===== src/rtl/arpc_pkg.sv =====
// Package for the ARP cache with request retry.
// Operation and result codes, controller states, command and status structs.
// No dependencies.
`default_nettype none
package arpc_pkg;

  localparam logic [1:0] MODE_LOOKUP = 2'd0;
  localparam logic [1:0] MODE_INSERT = 2'd1;
  localparam logic [1:0] MODE_QUEUE  = 2'd2;
  localparam logic [1:0] MODE_TICK   = 2'd3;

  localparam logic [2:0] KIND_LOOKUP = 3'd0;
  localparam logic [2:0] KIND_INSERT = 3'd1;
  localparam logic [2:0] KIND_QUEUE  = 3'd2;
  localparam logic [2:0] KIND_SEND   = 3'd3;
  localparam logic [2:0] KIND_GIVEUP = 3'd4;
  localparam logic [2:0] KIND_DONE   = 3'd5;

  localparam logic CFG_TIMEOUT = 1'b0;
  localparam logic CFG_RETRY   = 1'b1;

  typedef enum logic [2:0] {
    ST_IDLE,
    ST_CSCAN,
    ST_PSCAN,
    ST_RESULT
  } state_e;

  typedef struct packed {
    logic load;
    logic cscan_start;
    logic cscan_step;
    logic pscan_start;
    logic pscan_step;
    logic emit;
    logic emit_done;
  } cmd_t;

  typedef struct packed {
    logic [1:0] mode;
    logic       cscan_end;
    logic       pscan_end;
  } sts_t;

endpackage
`default_nettype wire


===== src/rtl/arpc_ctrl.sv =====
// Controller state machine for the ARP cache.
// Sequences cache and pending scans; depends on arpc_pkg.
`default_nettype none
module arpc_ctrl (
  input  wire logic           clk_i,
  input  wire logic           rst_ni,
  input  wire logic           start,
  output logic                busy,
  output arpc_pkg::cmd_t      cmd_o,
  input  wire arpc_pkg::sts_t sts_i
);
  import arpc_pkg::*;

  state_e state_q, state_d;

  always_ff @(posedge clk_i or negedge rst_ni) begin
    if (!rst_ni) state_q <= ST_IDLE;
    else state_q <= state_d;
  end

  always_comb begin
    state_d = state_q;
    cmd_o = '0;
    busy = (state_q != ST_IDLE);
    case (state_q)
      ST_IDLE: begin
        if (start) begin
          cmd_o.load = 1'b1;
          state_d = ST_CSCAN;
        end
      end
      ST_CSCAN: begin
        cmd_o.cscan_step = 1'b1;
        if (sts_i.cscan_end) begin
          cmd_o.pscan_start = 1'b1;
          state_d = ST_PSCAN;
        end
      end
      ST_PSCAN: begin
        cmd_o.pscan_step = 1'b1;
        if (sts_i.pscan_end) state_d = ST_RESULT;
      end
      ST_RESULT: begin
        cmd_o.emit_done = 1'b1;
        state_d = ST_IDLE;
      end
      default: state_d = ST_IDLE;
    endcase
  end
endmodule
`default_nettype wire


===== config.mk =====
export PLATFORM = sky130hd
export DESIGN_NAME = arpc_ctrl
export DESIGN_NICKNAME = d
export VERILOG_FILES = /design/src/rtl/arpc_pkg.sv /design/src/rtl/arpc_ctrl.sv
export SDC_FILE = /design/constraint.sdc
export NUM_CORES = 1
export LEC_CHECK = 0
export BUFFER_PORTS_ARGS = -buffer_cell sky130_fd_sc_hd__buf_2
export CAP_MARGIN = 20
export CORE_AREA = 3 3 40 42
export CTS_CLUSTER_DIAMETER = 150
export CTS_CLUSTER_SIZE = 14
export DETAILED_ROUTE_END_ITERATION = 6
export DIE_AREA = 0 0 43 45
export SYNTH_ARGS = -nofsm -noshare
export SYNTH_HDL_FRONTEND = slang
export SYNTH_SLANG_ARGS = --single-unit
export TNS_END_PERCENT = 20

===== constraint.sdc =====
create_clock -name clk_i -period 2.05 [get_ports clk_i]
set_input_delay 0.41 -clock clk_i [delete_from_list [all_inputs] [get_ports clk_i]]
set_output_delay 0.41 -clock clk_i [all_outputs]
set_load 0.005 [all_outputs]

==> results.py <==
metrics = {
    "sta": {
        "setup_viol": 0,
        "finalHoldViolations": 0,
        "fin_setup_tns_ns": 0,
        "fin_crit_sh_pct": 82.77,
        "finalMaxSlewViolations": 0,
        "fmaxAchievable_mhz": 589.4,
        "fin_crit_ns": 1.697,
        "skew_ns": 0.0001606,
        "rsz0062_at_grt": "no",
    },
    "grt": {
        "use_met3_pct": 1.195,
        "track_usage_pct": 4.746,
        "grt_use_met2_pct": 7.784,
        "antenna_found_initial": 0,
        "overflow": 0,
        "grt_pass1_vias": 180,
        "met1_usage_pct": 3.855,
        "grt_pass1_wl_um": 607,
        "grt_max_degree": 7,
        "busiest_layer": "met2",
    },
    "detailed_routing": {
        "ant_nets": 0,
        "wl_per_cell_um": 7.725,
        "drc": 0,
        "first_pass_iters": 4,
        "initialDrtViolationCount": 2,
        "vias": 174,
        "routed_via_density": 3.412,
        "wl_um": 394,
    },
    "finish": {
        "instances_no_fill": 51,
        "nFillCells": 146,
        "final_common_cell": "buf_2",
        "final_cell_mix": "buf_2 (10), inv_1 (6), ha_1 (6)",
        "antenna_cells": 0,
        "largest-register": "state_q",
        "nets": 51,
        "largest_reg_flops": 2,
        "area_growth_pct": 41.86,
        "reg_top3": "state_q (2)",
        "drive_above_1_share_pct": 36.11,
    },
    "clock_tree": {
        "clock-sinks": 2,
        "h-tree-depth": 1,
        "clk_pin_slew_worst_paths_ns": 0.03,
        "cts_setup_buffers": 0,
        "cts_tree": "built",
        "numCtsBuffers": 3,
        "clk_latency_ns": 0.22,
        "clockBufferDepth": 2,
        "cts-root-buf": "clkbuf_4",
    },
    "setup_path": {
        "end_kind": "flip-flop",
        "timing.rr.end": "state_q[1]$_DFFE_PN0P_",
        "crit_type": "reg2reg",
        "startpoint_type": "flip-flop",
        "crit_required_ns": 2.15,
        "worstPathMaxFanout": 4,
        "rr_worst_depth": 4,
        "cp_data_arrival_time_ns": 1.80,
        "r2r_slack_ns": 0.35,
        "r2r-start": "state_q[0]$_DFFE_PN0P_",
    },
    "run": {
        "maxCapViolations": 0,
    },
    "yosys": {
        "synth_top_area_share_pct": 34.88,
        "yosys.area.top_type": "ha_1",
        "yosysUniqueCellTypes": 11,
        "synth_seq_cells": 2,
        "synthTopCellsByArea": "ha_1 (35%), dfrtp_1 (23%), inv_1 (10%)",
        "ys_warn_count": 0,
        "synth.yosys.seq_area_share_pct": 23.26,
        "synth_cells": 23,
        "synth_area_per_cell_um2": 9.357,
        "syn_area_um2": 215.2,
    },
    "power_and_ir_drop": {
        "switching_power_mw": 0.1523,
        "p_leak_nw": 0.1886,
        "internal_power_mw": 0.2373,
        "switching_share_pct": 39.09,
        "p_clk_share_pct": 22.3,
        "p_per_area_nw_per_um2": 1276,
        "pwr-share-comb_pct": 54.8,
        "pwr-share-seq_pct": 23.0,
        "vdd_drop_max_uv": 465.3,
    },
    "floorplan": {
        "coreArea_um2": 1285,
        "fp.dieArea_um2": 1935,
        "die_y_um": 45,
        "num_rows": 13,
        "initial_core_util_pct": 16.75,
        "ios": 15,
        "die-width_um": 43,
    },
    "min_path": {
        "hold_path_class": "in2async",
    },
    "run_status": {
        "status": "finished, final reports clean",
    },
    "place": {
        "dp.cells": 47,
        "io_buffers": 10,
        "gp_congestion": 0.6095,
    },
}
per-layer routing:
| layer | up-vias | wire, µm |
|---|---|---|
| li1 | 92 | - |
| met2 | 8 | 213 |
| met1 | 74 | 138 |
| met4 | 0 | 0 |
| met5 | - | 0 |
| met3 | 0 | 42 |
Yosys cell counts:
library cell  count
ha_1              6
and2_1            1
mux2i_1           1
conb_1            1
nor2_1            1
inv_1             6
buf_4             2
a222oi_1          1
mux2_1            1
dfrtp_1           2
o21bai_1          1
repair_timing:
action | CTS | global route
hold endpoints to repair | 2 | 0
resized for setup | 0 | 0
hold buffers | 1 | 0
per-stage QoR:
step / cell area, µm² / total power [mW] / setup slack, ns / hold WS, ns / util (%)
2_1_floorplan: 219.0 / 0.2325 / 0.4734 / 0.1144 / -
6_report: 305.3 / 0.3895 / 0.3532 / 0.4958 / 23.76
3_3_place_gp: 272.8 / 0.3040 / 0.3451 / 0.1971 / 21.23
4_1_cts: 305.3 / 0.4086 / 0.3091 / 0.4833 / 23.76
3_5_place_dp: 272.8 / 0.3127 / 0.3132 / 0.1977 / 21.23
5_1_grt: 305.3 / 0.4389 / 0.2008 / 0.5046 / 23.76
final cells by class:
| cell class | instances | area [µm²] | area share [%] |
|---|---|---|---|
| Inverter | 6 | 22.52 | 7.377 |
| Clock buffer | 3 | 22.52 | 7.377 |
| Timing Repair Buffer | 11 | 60.06 | 19.67 |
| Multi-Input combinational cell | 14 | 131.4 | 43.03 |
| Sequential cell | 2 | 50.05 | 16.39 |
| Tap cell | 15 | 18.77 | 6.148 |
kinds of logic after synthesis:
kind of cell	after synthesis	share of synthesized area, %
fa+ha+maj	6	34.88
compound gates	2	8.141
mux	2	9.884
simple gates	2	4.651
buf+inv	8	17.44
other cells	1	1.743
flops	2	23.26
worst max-delay path, cell delays in order, from the launching register on:
cell      delay [ns]
dfrtp_1         0.39
inv_1           0.10
ha_1            0.24
a222oi_1        0.48
mux2_1          0.37
power by group through the flow:
stage                     sequential [mW]  clock [mW]  combinational, mW
after floorplan                    0.0840           0              0.149
after global placement             0.0891           0              0.215
after detailed placement           0.0906           0              0.222
after CTS                          0.0902      0.0945              0.224
after global routing               0.0953      0.0946              0.249
final                              0.0895      0.0867              0.213
worst max path at each step:
stage                                      start  slack, ns                     end
after detailed placement  state_q[0]$_DFFE_PN0P_       0.31  state_q[1]$_DFFE_PN0P_
after global placement    state_q[0]$_DFFE_PN0P_       0.35  state_q[1]$_DFFE_PN0P_
final                     state_q[0]$_DFFE_PN0P_       0.35  state_q[1]$_DFFE_PN0P_
after global routing      state_q[0]$_DFFE_PN0P_       0.20  state_q[1]$_DFFE_PN0P_
after floorplan           state_q[0]$_DFFE_PN0P_       0.47  state_q[1]$_DFFE_PN0P_
after CTS                 state_q[0]$_DFFE_PN0P_       0.31  state_q[1]$_DFFE_PN0P_
(Power assumes the default switching activity.)
